--- config.mk ---
export PLATFORM = sky130hd
export DESIGN_NAME = wds_queue
export DESIGN_NICKNAME = d
export VERILOG_FILES = /design/src/wds_pkg.sv /design/src/wds_queue.sv
export SDC_FILE = /design/constraint.sdc
export NUM_CORES = 1
export LEC_CHECK = 0
export ABC_CLOCK_PERIOD_IN_PS = 33400
export BUFFER_PORTS_ARGS = -buffer_cell sky130_fd_sc_hd__buf_2
export CAP_MARGIN = 20
export CORE_AREA = 3 3 241 243
export CTS_CLUSTER_SIZE = 14
export DETAILED_ROUTE_END_ITERATION = 10
export DIE_AREA = 0 0 244 246
export GPL_TIMING_DRIVEN = 0
export PLACE_DENSITY_LB_ADDON = 0.12
export SLEW_MARGIN = 10
export SYNTH_ARGS = -nofsm -noshare
export SYNTH_HDL_FRONTEND = slang
export SYNTH_SLANG_ARGS = --single-unit
--- constraint.sdc ---
create_clock -name clock -period 33.4 [get_ports clock]
set_clock_uncertainty 0.1 [all_clocks]
set_input_delay 3.34 -clock clock [delete_from_list [all_inputs] [get_ports clock]]
set_output_delay 3.34 -clock clock [all_outputs]
set_load 0.05 [all_outputs]
--- src/wds_pkg.sv ---
// ----------------------------------------------------------------------------
// wds_pkg
// shared widths, constants and beat types of the 2d wilson dirac stencil
// ----------------------------------------------------------------------------
package wds_pkg;

   localparam int SITE_W        = 10;
   localparam int DATA_W        = 32;
   localparam int SIGN_W        = 4;
   localparam int CPLX_W        = 2 * DATA_W;
   localparam int MEM_DEPTH     = 1024;
   localparam int NB_NUM        = 4;
   localparam int QUEUE_DEPTH   = 2;
   localparam int CSR_IDX_W     = 1;
   localparam int LATTICE_X_DEF = 32;
   localparam int LATTICE_T_DEF = 32;

   localparam logic [CSR_IDX_W-1:0] CSR_MASS = 1'b0;
   localparam logic [CSR_IDX_W-1:0] CSR_MODE = 1'b1;

   localparam logic CMD_LOAD    = 1'b0;
   localparam logic CMD_COMPUTE = 1'b1;

   typedef struct packed {
      logic                     cmd;
      logic [SITE_W-1:0]        site;
      logic signed [DATA_W-1:0] link_t_re;
      logic signed [DATA_W-1:0] link_t_im;
      logic signed [DATA_W-1:0] link_x_re;
      logic signed [DATA_W-1:0] link_x_im;
      logic signed [DATA_W-1:0] up_re;
      logic signed [DATA_W-1:0] up_im;
      logic signed [DATA_W-1:0] down_re;
      logic signed [DATA_W-1:0] down_im;
      logic [SIGN_W-1:0]        hop_signs;
   } req_type;

   typedef struct packed {
      logic [SITE_W-1:0]        out_site;
      logic signed [DATA_W-1:0] res_up_re;
      logic signed [DATA_W-1:0] res_up_im;
      logic signed [DATA_W-1:0] res_down_re;
      logic signed [DATA_W-1:0] res_down_im;
      logic                     saturated;
   } rsp_type;

   // one classified item handed from front to back
   typedef struct packed {
      req_type                        item;
      logic [NB_NUM-1:0][SITE_W-1:0]  nb;
   } job_type;

endpackage

--- src/wds_queue.sv ---
// ----------------------------------------------------------------------------
// wds_queue
// short job queue between front and back
// ----------------------------------------------------------------------------
module wds_queue (
   input  logic             clock,
   input  logic             reset,
   input  logic             push,
   output logic             full,
   input  wds_pkg::job_type push_data,
   input  logic             pop,
   output logic             empty,
   output wds_pkg::job_type pop_data
);

   localparam int PTR_W = $clog2(wds_pkg::QUEUE_DEPTH);

   wds_pkg::job_type  entry_ff [wds_pkg::QUEUE_DEPTH];
   logic [PTR_W-1:0]  wr_ptr_ff;
   logic [PTR_W-1:0]  rd_ptr_ff;
   logic [PTR_W:0]    count_ff;

   assign full     = (count_ff == (PTR_W + 1)'(wds_pkg::QUEUE_DEPTH));
   assign empty    = (count_ff == '0);
   assign pop_data = entry_ff[rd_ptr_ff];

   always_ff @(posedge clock) begin
      if (reset) begin
         wr_ptr_ff <= '0;
         rd_ptr_ff <= '0;
         count_ff  <= '0;
      end else begin
         if (push) begin
            entry_ff[wr_ptr_ff] <= push_data;
            wr_ptr_ff <= (wr_ptr_ff == PTR_W'(wds_pkg::QUEUE_DEPTH - 1)) ? '0
                                                                         : wr_ptr_ff + 1'b1;
         end
         if (pop) begin
            rd_ptr_ff <= (rd_ptr_ff == PTR_W'(wds_pkg::QUEUE_DEPTH - 1)) ? '0
                                                                         : rd_ptr_ff + 1'b1;
         end
         if (push && !pop) begin
            count_ff <= count_ff + 1'b1;
         end else if (pop && !push) begin
            count_ff <= count_ff - 1'b1;
         end
      end
   end

endmodule

# ---- Word-level counts from Yosys, hierarchy flattened
# Memories as Yosys holds them, arrays and structs flattened. A register that Yosys moved wholly into a read port is not among the register bits.
# Index checks and enable logic that the tools add are counted.
dict set report classes {
  addsub 4
  n_eq_ne 1
  mux 9
  n_reduce_logical 6
}
# cell count
set op_table {}
lappend op_table {{2-to-1 mux 1 bit} 7}
lappend op_table {{2-to-1 mux 2 bit} 2}
lappend op_table {{adder 1 bit (second input constant)} 2}
lappend op_table {{adder 2 x 1 -> 2 bit (second input constant)} 1}
lappend op_table {{equality test 2 bit (second input constant)} 1}
lappend op_table {{logical AND 1 bit} 2}
lappend op_table {{logical NOT 1 bit} 2}
lappend op_table {{logical NOT 2 bit} 1}
lappend op_table {{nonzero test 2 bit} 1}
lappend op_table {{subtractor 2 x 1 -> 2 bit (second input constant)} 1}
dict set report word_totals {
  ff_bits 4
  ram_bits 622
  input_bits 315
  out_inout_bits 313
  n_memories 1
}
# memory depth word_bits rd rd_clocked_by_memory_dff wr line
set mem_list {}
lappend mem_list {entry_ff 2 311 1 1 1 wds_queue.sv:18} ;# wds_pkg::job_type entry_ff [wds_pkg::QUEUE_DEPTH];

# ---- Depth between registers and ports, before layout
dict set report depth {
  word_depth 4
  mapped_depth 5
  ltp_nobuf 5
}

# ---- Worst setup path after synthesis
# Ideal clock, no wire load.
dict set report synth_timing {
  path_kind {input -> register}
  from {input reset}
  to {memory entry_ff[0][0] (netlist name) (enable)}
  setup_ps 1425
  arrival_ps 25569
  t_required_ps 31875
  path_slack_ps 6306
  stages 1
  n_path_buf 0
  path_cell_list {nor3b_1}
}
dict set report synth_via {
  elab_chain_len 2
}
# element line
set synth_lines {}
lappend synth_lines {{start, declared} wds_queue.sv:7} ;# input logic reset,
lappend synth_lines {{2-to-1 mux 1 bit} wds_queue.sv:28} ;# if (reset) begin
lappend synth_lines {{2-to-1 mux 1 bit (implied by the code)} wds_queue.sv:34} ;# entry_ff[wr_ptr_ff] <= push_data;
lappend synth_lines {{end, declared} wds_queue.sv:18}
# Every way passes these cells.

==> flow_summary_export.csv <==
group,metric,value,unit
sta,grt_setup_unrepaired,"false",
cells_and_area,final_nets,2045,
floorplanning,core-area,56170,sq um
floorplanning,start_util,40.80,%
floorplanning,ioPinCount,628,
clock_tree,clkSinkCount,627,
power_and_ir_drop,p_leak,11.02,nW
synthesis,seq_area_frac_synth,81.95,%
critical_path,cp_slowest_stage_delay,0.38,ns
worst_hold_path,hp-start,"count_ff[1]",
clock_tree,root_buffer,"clkbuf_16",
synthesis,synth.net_count,1306,
run_status,outcome,"finished, final reports clean",
critical_path,r2r.worst_path.cells,8,
critical_path,path_max_fanout,10,
critical_path,critPathLaunchType,"flop",
critical_path,crit_slowest_cell,"mux2_1",
drt,drc,0,
floorplanning,die_h,246,microns
job,cap_violations,0,
cells_and_area,final_cell_count_no_fill,2541,
drt,routed_wl,56200,microns
placement,dp_slack,27.40,ns
power_and_ir_drop,p_per_area,63.27,nW/um^2
synthesis,yosys_warnings,0,
placement,portBuffers,627,
sta,setup_viol,0,
grt,grt_pass1_wl,80500,microns
synthesis,syn_area,22910,sq um
synthesis,synth_cell_types,18,
clock_tree,cts_buffers,66,
sta,post-route-period-util,16.58,%
drt,dr_wl_met3,4820,microns
clock_tree,cts.clk_slew.worst_paths,0.06,ns
sta,max-slew-margin-rel,60.05,%
sta,timing.final.max_slew_violations,0,
sta,tightest_slew,0.5993,ns
placement,post-place-cells,2417,
clock_tree,ctsHoldBuffers,0,
placement,place.gp.congestion,0.8147,
cells_and_area,mostFrequentLayoutCells,"buf_2 (630), edfxtp_1 (622), mux2_2 (255)",
drt,wl_met1,19710,microns
grt,grt_overflow,0,
drt,drtIter0Drc,542,
synthesis,syn_inst,990,
floorplanning,num_rows,87,
sta,max_clock_freq,180.6,MHz
clock_tree,ctsHtreeMaxLevel,3,
sta,hold_viol,0,
grt,grt_usage,18.21,%
clock_tree,clkLatencyLatePin,0.58,ns
drt,vias_per_cell,4.713,
worst_hold_path,min_to,"count_ff[1]",
cells_and_area,area_growth,28.82,%
clock_tree,cts_setup_buffers,0,
drt,dr.pass1.iters,5,
clock_tree,ctsResizeCount,0,
critical_path,path_buf_inv,4,
floorplanning,die_w,244,microns
sta,post-route-min-period,5.538,ns
drt,num_vias,11980,
critical_path,crit_chain,"buf_2, buf_6, buf_6, mux2_1, buf_2",
placement,dp_hpwl,41930,microns
synthesis,avgSynthCellArea,23.15,sq um
clock_tree,clk_path_buf_depth,3,
drt,maxUsedRoutingLayer,"met5",
worst_hold_path,hp-class,"reg -> reg",
sta,fin_ws,27.86,ns
clock_tree,cts_tree,"done",
synthesis,synth_seq_cells,627,
drt,routedWlPerCell,22.12,microns
cells_and_area,final_common_cell,"buf_2",
drt,wl_met2,29850,microns
sta,tns,0,ns
floorplanning,die_area,60020,sq um
power_and_ir_drop,fin_total_pwr,1.867,mW
cells_and_area,final_util,52.55,%
critical_path,crit_type,"reg -> out",
grt,grt_start_max_net_pins,48,
cells_and_area,drive_above_1_share,61.19,%
critical_path,r2r_end,"entry_ff[0][19]",
drt,drtAntennaViolNets,0,
critical_path,crit_family,"buffers and inverters",
worst_hold_path,holdPathStages,2,
power_and_ir_drop,peakVddDrop,0.00004136,V
critical_path,reg2reg_from,"wr_ptr_ff",
critical_path,critPathCaptureType,"output port",
critical_path,r2r_setup_slack,30.63,ns
grt,antenna_found_initial,22,
grt,grt_pass1_vias,12620,
critical_path,worst_ep_required_time,29.96,ns
critical_path,critical_path_arrival,2.10,ns
stage by stage:
step                      hold slack [ns]  cell area, sq um
after CTS                          0.4248             29480
final                              0.4207             29520
after floorplan                    0.3608             22910
after global placement             0.3826             27000
after global routing               0.4572             29500
after detailed placement           0.4073             27510
registers in the layout, summed over array words and instances (netlist names), named ones only:
name	count
entry_ff	622
count_ff	2
rd_ptr_ff	1
wr_ptr_ff	1
worst register-to-register path: cells and delay by family (launching register included):
family / cells / cell delay, ns
buf+inv: 7 / 1.53
simple gates: 1 / 0.50
flops: 1 / 0.33
power breakdown:
group / leakage (nW) / internal, mW / switching [mW]
registers: 5.75 / 0.899 / 0.00600
logic: 4.32 / 0.0864 / 0.199
clock network: 0.949 / 0.390 / 0.287
total: 11.0 / 1.38 / 0.492
kinds of logic after synthesis:
logic type / after synthesis / share of synthesized area (%)
flops: 627 / 81.95
simple gates: 9 / 0.2076
buf+inv: 36 / 1.654
mux: 311 / 15.94
fa+ha+maj: 1 / 0.05459
xor+xnor: 4 / 0.1529
compound gates: 2 / 0.04364
area by class of cell:
class                   instances  area, sq um
clock inverters                30        246.5
fillers                      4664        26650
plain buffers                  35        375.4
diodes                         15        37.54
inverters                       1        3.754
repair buffers                671         3643
multi-input cells             327         3766
clock buffers                  79         1722
flip-flops and latches        627        18780
well taps                     756        945.9
synthesized netlist by cell type, drive strengths merged:
| master | n | share of area [%] |
|---|---|---|
| a21oi | 1 | 0.022 |
| and3b | 1 | 0.038 |
| buf | 35 | 1.6 |
| dfxtp | 5 | 0.44 |
| edfxtp | 622 | 82 |
| ha | 1 | 0.055 |
| inv | 1 | 0.016 |
| mux2 | 311 | 16 |
| nor2 | 5 | 0.082 |
| nor2b | 1 | 0.027 |
| nor3b | 1 | 0.033 |
| o21ai | 1 | 0.022 |
| or3 | 1 | 0.027 |
| xnor2 | 2 | 0.076 |
| xor2 | 2 | 0.076 |
worst max path at each step:
stage / start / endpoint / slack (ns) / cells after the start
final: flop / pop_data[216] / 27.86 / 5
after detailed placement: reset / entry_ff[0][9] / 27.40 / 9
after global routing: flop / pop_data[216] / 27.71 / 5
after floorplan: reset / entry_ff[0][0] / 6.31 / 1
after global placement: reset / entry_ff[0][278] / -8.49 / 2
after CTS: flop / pop_data[158] / 27.78 / 5
layer usage:
layer,up-vias,GRT usage (%)
li1,5457,-
met1,6014,19.59
met2,383,32.18
met3,107,7.401
met4,16,6.866
met5,-,0
(Power assumes the default switching activity.)
