===== src/wds_pkg.sv =====
// ----------------------------------------------------------------------------
// wds_pkg
// shared widths, constants and beat types of the 2d wilson dirac stencil
// ----------------------------------------------------------------------------
package wds_pkg;

   localparam int SITE_W        = 10;
   localparam int DATA_W        = 32;
   localparam int SIGN_W        = 4;
   localparam int CPLX_W        = 2 * DATA_W;
   localparam int MEM_DEPTH     = 1024;
   localparam int NB_NUM        = 4;
   localparam int QUEUE_DEPTH   = 2;
   localparam int CSR_IDX_W     = 1;
   localparam int LATTICE_X_DEF = 32;
   localparam int LATTICE_T_DEF = 32;

   localparam logic [CSR_IDX_W-1:0] CSR_MASS = 1'b0;
   localparam logic [CSR_IDX_W-1:0] CSR_MODE = 1'b1;

   localparam logic CMD_LOAD    = 1'b0;
   localparam logic CMD_COMPUTE = 1'b1;

   typedef struct packed {
      logic                     cmd;
      logic [SITE_W-1:0]        site;
      logic signed [DATA_W-1:0] link_t_re;
      logic signed [DATA_W-1:0] link_t_im;
      logic signed [DATA_W-1:0] link_x_re;
      logic signed [DATA_W-1:0] link_x_im;
      logic signed [DATA_W-1:0] up_re;
      logic signed [DATA_W-1:0] up_im;
      logic signed [DATA_W-1:0] down_re;
      logic signed [DATA_W-1:0] down_im;
      logic [SIGN_W-1:0]        hop_signs;
   } req_type;

   typedef struct packed {
      logic [SITE_W-1:0]        out_site;
      logic signed [DATA_W-1:0] res_up_re;
      logic signed [DATA_W-1:0] res_up_im;
      logic signed [DATA_W-1:0] res_down_re;
      logic signed [DATA_W-1:0] res_down_im;
      logic                     saturated;
   } rsp_type;

   // one classified item handed from front to back
   typedef struct packed {
      req_type                        item;
      logic [NB_NUM-1:0][SITE_W-1:0]  nb;
   } job_type;

endpackage


===== src/wds_front.sv =====
// ----------------------------------------------------------------------------
// wds_front
// accepts request beats, drops sites off the lattice, finds the four neighbors
// ----------------------------------------------------------------------------
module wds_front #(
   parameter int LATTICE_X = wds_pkg::LATTICE_X_DEF,
   parameter int LATTICE_T = wds_pkg::LATTICE_T_DEF
) (
   input  logic             clock,
   input  logic             reset,
   input  logic             req_valid,
   output logic             req_stall,
   input  wds_pkg::req_type req_data,
   output logic             q_push,
   input  logic             q_full,
   output wds_pkg::job_type q_data
);

   localparam int TOTAL    = LATTICE_X * LATTICE_T;
   localparam int NB_W     = 18;
   localparam int RECIP_SH = 20;
   localparam int RECIP_W  = 20;
   localparam int RECIP    = ((2 ** RECIP_SH) + LATTICE_T - 1) / LATTICE_T;
   localparam int PROD_W   = wds_pkg::SITE_W + RECIP_W;
   localparam int T_W      = $clog2(LATTICE_T);

   typedef enum logic [1:0] {F_IDLE, F_DIV, F_MOD, F_PUSH} state_type;

   state_type                   state_ff;
   wds_pkg::req_type            item_ff;
   logic [wds_pkg::SITE_W-1:0]  quo_ff;
   logic [wds_pkg::SITE_W-1:0]  quo_in;
   logic [T_W-1:0]              t_ff;
   logic [T_W-1:0]              t_in;
   logic [PROD_W-1:0]           div_prod;
   logic [NB_W-1:0]             site_w;
   logic [NB_W-1:0]             xlt;
   logic [NB_W-1:0]             rem;
   logic [NB_W-1:0]             nb0;
   logic [NB_W-1:0]             nb1;
   logic [NB_W-1:0]             nb2;
   logic [NB_W-1:0]             nb3;
   logic                        in_range;

   assign in_range = NB_W'(req_data.site) < NB_W'(TOTAL);
   assign site_w   = NB_W'(item_ff.site);

   // site / LATTICE_T by reciprocal, exact for 10 bit sites
   assign div_prod = PROD_W'(item_ff.site) * PROD_W'(RECIP);
   assign quo_in   = div_prod[PROD_W-1:RECIP_SH];
   assign xlt      = NB_W'(quo_ff) * NB_W'(LATTICE_T);
   assign rem      = site_w - xlt;
   assign t_in     = rem[T_W-1:0];

   always_comb begin
      nb0 = (t_ff == T_W'(LATTICE_T - 1)) ? site_w - NB_W'(LATTICE_T - 1)
                                          : site_w + NB_W'(1);
      nb2 = (t_ff == '0) ? site_w + NB_W'(LATTICE_T - 1) : site_w - NB_W'(1);
      nb1 = (site_w >= NB_W'(TOTAL - LATTICE_T)) ? site_w + NB_W'(LATTICE_T) - NB_W'(TOTAL)
                                                 : site_w + NB_W'(LATTICE_T);
      nb3 = (site_w < NB_W'(LATTICE_T)) ? site_w + NB_W'(TOTAL) - NB_W'(LATTICE_T)
                                        : site_w - NB_W'(LATTICE_T);
   end

   always_comb begin
      q_data.item  = item_ff;
      q_data.nb[0] = nb0[wds_pkg::SITE_W-1:0];
      q_data.nb[1] = nb1[wds_pkg::SITE_W-1:0];
      q_data.nb[2] = nb2[wds_pkg::SITE_W-1:0];
      q_data.nb[3] = nb3[wds_pkg::SITE_W-1:0];
   end

   assign req_stall = (state_ff != F_IDLE);
   assign q_push    = (state_ff == F_PUSH) && !q_full;

   always_ff @(posedge clock) begin
      if (reset) begin
         state_ff <= F_IDLE;
      end else begin
         case (state_ff)
            F_IDLE: begin
               item_ff <= req_data;
               if (req_valid && in_range) begin
                  state_ff <= F_DIV;
               end
            end
            F_DIV: begin
               quo_ff   <= quo_in;
               state_ff <= F_MOD;
            end
            F_MOD: begin
               t_ff     <= t_in;
               state_ff <= F_PUSH;
            end
            F_PUSH: begin
               if (!q_full) begin
                  state_ff <= F_IDLE;
               end
            end
            default: begin
               state_ff <= F_IDLE;
            end
         endcase
      end
   end

endmodule


===== config.mk =====
export PLATFORM = sky130hd
export DESIGN_NAME = wds_front
export DESIGN_NICKNAME = d
export VERILOG_FILES = /design/src/wds_pkg.sv /design/src/wds_front.sv
export SDC_FILE = /design/constraint.sdc
export NUM_CORES = 1
export LEC_CHECK = 0
export ABC_AREA = 0
export BUFFER_PORTS_ARGS = -buffer_cell sky130_fd_sc_hd__buf_4
export CELL_PAD_IN_SITES_DETAIL_PLACEMENT = 0
export CELL_PAD_IN_SITES_GLOBAL_PLACEMENT = 1
export CORE_AREA = 2 2 232 234
export DETAILED_ROUTE_END_ITERATION = 16
export DIE_AREA = 0 0 234 236
export PLACE_DENSITY = 0.49
export SETUP_SLACK_MARGIN = 0.3
export SLEW_MARGIN = 20
export SYNTH_ARGS = -nofsm -noshare
export SYNTH_HDL_FRONTEND = slang
export SYNTH_SLANG_ARGS = --single-unit

===== constraint.sdc =====
create_clock -name clock -period 14.2 [get_ports clock]
set_input_delay 2.84 -clock clock [delete_from_list [all_inputs] [get_ports clock]]
set_output_delay 2.84 -clock clock [all_outputs]
set_load 0.01 [all_outputs]

== Word-level counts from Yosys, hierarchy flattened ==
Cells that the tools add are included.
Operators by class
  add/subtract/negate cells: 10
  order comparisons: 2
  equal/unequal tests: 6
  muxes and demuxes: 7
  bitwise gates (word level): 1
  reduce and logical (&&, ||, !) cells: 8
Operators with widths (count)
  10-bit two-way mux: 4
  10-bit by 1-bit adder with 10-bit output, second input constant: 2
  10-bit by 1-bit subtractor with 10-bit output, second input constant: 2
  10-bit by 6-bit subtractor with 10-bit output, second input constant: 2
  10-bit by 5-bit adder with 10-bit output, second input constant: 1
  10-bit by 6-bit adder with 10-bit output, second input constant: 1
  10-bit greater-or-equal comparator, second input constant: 1
  10-bit by 6-bit < comparator with 1-bit output, second input constant: 1
  10-bit by 5-bit subtractor with 10-bit output, second input constant: 1
  2-bit one-hot mux with 4 select lines: 1
  2-bit AND reduction: 3
  5-bit == test, second input constant: 1
  5-bit zero test: 1
  5-bit by 1-bit subtractor with 5-bit output, second input constant: 1
  2-bit == test, second input constant: 2
  2-bit two-way mux: 2
  2-bit != test, second input constant: 2
  2-bit by 1-bit == test with 1-bit output, second input constant: 1
  2-bit zero test: 1
  2-bit nonzero test: 1
  1-bit logical AND: 1
  1-bit zero test: 1
  1-bit NOT: 1
Storage, ports and cells
  register bits: 278
  input port bits: 275
  output and inout bits: 313
  logic and storage cells: 47

== Depth between registers and ports, before layout ==
  depth after elaboration: 3
  gate-level depth with buffers: 7
  depth with buffers taken out: 7

== Worst setup path after synthesis ==
OpenSTA, ideal clock, no wires.
  path kind: input-to-reg
  start point: input port reset
  end point: register item_ff, in the netlist q_data[100] (enable)
  library setup time: 0.912 ns
  arrival time: 14.075 ns
  required time: 13.288 ns
  slack: -0.787 ns
  stages on the path: 1
  buffers on the path: 0
  cells stage by stage: nor2_1
Between the ends
  cells in the longest elaborated chain, start to end: 2
RTL lines
  from (decl): line wds_front.sv:10  | input logic reset,
  1-bit NOT (no source line)
  2-bit AND reduction (no source line)
  to (signal assigned): line wds_front.sv:82  | item_ff <= req_data;
  to (decl): line wds_front.sv:30  | wds_pkg::req_type item_ff;
Every way passes these cells.
A chain may end at the register's enable or synchronous reset.

== Worst setup path in the final report ==
  start point: input port q_full
  end point: output port q_push
Between the ends
  cells in the longest elaborated chain, start to end: 2
RTL lines
  from (decl): line wds_front.sv:15  | input logic q_full,
  1-bit zero test
  1-bit logical AND: line wds_front.sv:74  | assign q_push = (state_ff == F_PUSH) && !q_full;
  to (decl): line wds_front.sv:14  | output logic q_push,
Every way passes these cells.

==> reports/results.ini <==
[status]
outcome = complete, no violations

[route]
ant_nets = 0
route.detailed.drc = 0
finalWirelength_um = 31400
first_iter_violations = 251
dr.pass1.iters = 4
wl_per_cell_um = 18.2
vias = 6011
vias_per_cell = 3.48

[clock_network]
root_buffer = clkbuf_16
cts_setup_buffers = 0
htree_levels = 2
cts.sinks = 278
post_cts_resized = 0
cts_tree = built
cts.reportedPaths.clkPinSlew_ns = 0.06
numCtsBuffers = 35
clock_path_buffers = 3
hold_buffers = 0
clk-insertion-delay-late_ns = 0.52

[job]
max_cap_violations = 0

[timing]
max_freq_mhz = 166
rsz0062_at_grt = no
timing.final.crit_period_ns = 6.04
finalSetupViolCount = 0
fin_crit_sh_pct = 42.5
clock_skew_ns = 0.0100
tightest_slew_ns = 1.06
hold_viol_final = 0
holdWs_ns = 0.529
fin_tns_setup_ns = 0
slew_headroom_pct = 29.3
maxSlewViolCount = 0

[synth]
netlist.area_leader.share_pct = 90.5
ys_warn_count = 0
synth_top_family_by_area = XOR/XNOR gates
synthMuxAreaShare_pct = 0.109
ys_seq_elements = 278
synth_cell_types = 29
yosys.area.top_type = edfxtp_1
yosys.area_share.simple_pct = 1.73
synth_xor_area_share_pct = 2.27
synth_fp_nets = 683
synth_area_leaders = edfxtp_1 (90%), ha_1 (2.2%), xor2_1 (1.1%)
synth_adder_area_share_pct = 2.18
synth_compound_gate_area_share_pct = 1.24
syn_area_um2 = 9160
ys_seq_area_share_pct = 90.9
syn_inst = 392
avgSynthCellArea_um2 = 23.4

[global_route]
grt_pass1_wl_um = 43200
track_usage_pct = 10.9
grt_max_degree = 149
overflow = 0
antenna_found_initial = 3
grt_pass1_vias = 6364

[placement]
dpl_cell_area_um2 = 14400
place.gp.congestion = 0.750
io_buffer_count = 587
dp_hpwl_um = 24300

[power_and_ir_drop]
switching_share_pct = 27.7
power.share.sequential_pct = 43.9
p_clk_share_pct = 32.2
switching_power_mw = 0.756
power_mw = 2.73
leakage_nw = 6.39
combPwrFrac_pct = 23.9
p_per_area_nw_per_um2 = 176
power.internal_mw = 1.97
ir_worst_vdd_mv = 0.100

[floorplanning]
fp-row-count = 85
start_util_pct = 17.3
die_width_um = 234
fp.dieH_um = 236
coreArea_um2 = 53100
die_area_um2 = 55200
io_pins = 588

[worst_setup_path]
cpPeakStageDelay_ns = 0.14
crit_type = primary input to output port
cp.arrival_ns = 3.20
worst-path-buf-inv = 2
slowest_stage = buf_4
crit_family = buffers and inverters
path_cells = buf_4, nor2b_1, buf_4
cp-start-kind = primary input
cp.required_ns = 11.36
path_max_fanout = 2
cp-end-kind = output port
crit_top_cell = buf_4

[final_layout]
fin_area_um2 = 15500
drive_gt1_share_pct = 62.3
area_delta_synth_final_pct = 69.3
nets = 1296

[min_path]
min-delay-path-class = register to register

kinds of logic (layout without fill, tap and decap cells):
group           count (synthesis)  count (layout)
buf+inv                        25             662
mux                             1               1
compound gates                 17              17
other cells                     0               1
fa+ha+maj                      16              16
simple gates                   33              33
xor+xnor                       22              22
flops                         278             278
metrics by stage:
step                      std cells  util, %  worst slack [ns]
after floorplan                 392        -              3.82
after global placement         1664     27.1              8.15
after detailed placement       1664     27.1              8.15
after CTS                      1725     29.2              8.15
after global routing           1725     29.2              8.13
final                          1726     29.2              8.16
final cells by class:
class	count	area, um2
inverters	11	41.3
diodes	1	2.50
flip-flops and latches	278	8330
well taps	696	871
repair buffers	590	4440
multi-input cells	89	698
fillers	5376	37600
clock buffers	44	972
clock inverters	17	156
state kept, by name, indices dropped and copies added, names as in the netlist:
register / count
t_ff: 5
q_data: 271
state_ff: 2
worst min-delay path, cell delays in order, from the launching register on:
cell and delay, ns:
dfxtp_1 0.32, nor2_1 0.10, a211oi_1 0.05
synthesized netlist by cell type:
cell       count
a211oi_1       1
a21o_1         3
a21oi_1        2
a2bb2oi_1      1
a311oi_1       1
a31oi_1        3
a32o_1         1
and3_2         1
buf_2          1
buf_4         11
buf_6          1
clkbuf_1       1
dfxtp_1        2
edfxtp_1     276
ha_1          16
inv_1         11
mux2i_1        1
nand2_1        8
nand3_1        7
nand4_1        1
nor2_1         9
nor2b_1        2
nor3_1         4
o21ai_0        4
o21bai_1       1
or4b_4         1
xnor2_1       10
xor2_1        11
xor3_1         1
cells in the final DEF, fill, tap and decap left out, types with 8 or more instances in the layout:
cell type / n
edfxtp_1: 276
xnor2_1: 10
clkbuf_16: 37
nor2_1: 8
clkinv_1: 8
inv_1: 11
xor2_1: 11
ha_1: 16
nand2_1: 8
buf_4: 589
path summary, 6_finish.rpt:
path,start,endpoint,slack (ns),cells after the start
max,q_full,q_push,8.16,3
min,state_ff[0],state_ff[0],0.53,2
max reg2reg,state_ff[0],q_data[95],11.46,6
min reg2reg,state_ff[0],state_ff[0],0.53,2
per-layer routing:
layer	vias to the layer above	global-route usage (%)	wire length, um
li1	2749	-	-
met1	2893	10.9	10600
met2	322	19.2	16400
met3	43	5.77	3700
met4	4	3.39	685
met5	-	0	26
power by group through the flow:
stage               combinational [mW]  clock (mW)  sequential (mW)
global route                     0.706       0.944             1.22
CTS                              0.672       0.916             1.20
detailed placement               0.672           0             1.22
global placement                 0.675           0             1.21
finish                           0.652       0.879             1.20
floorplan                        0.166           0             1.34
Power figures use the tool's default switching activity.
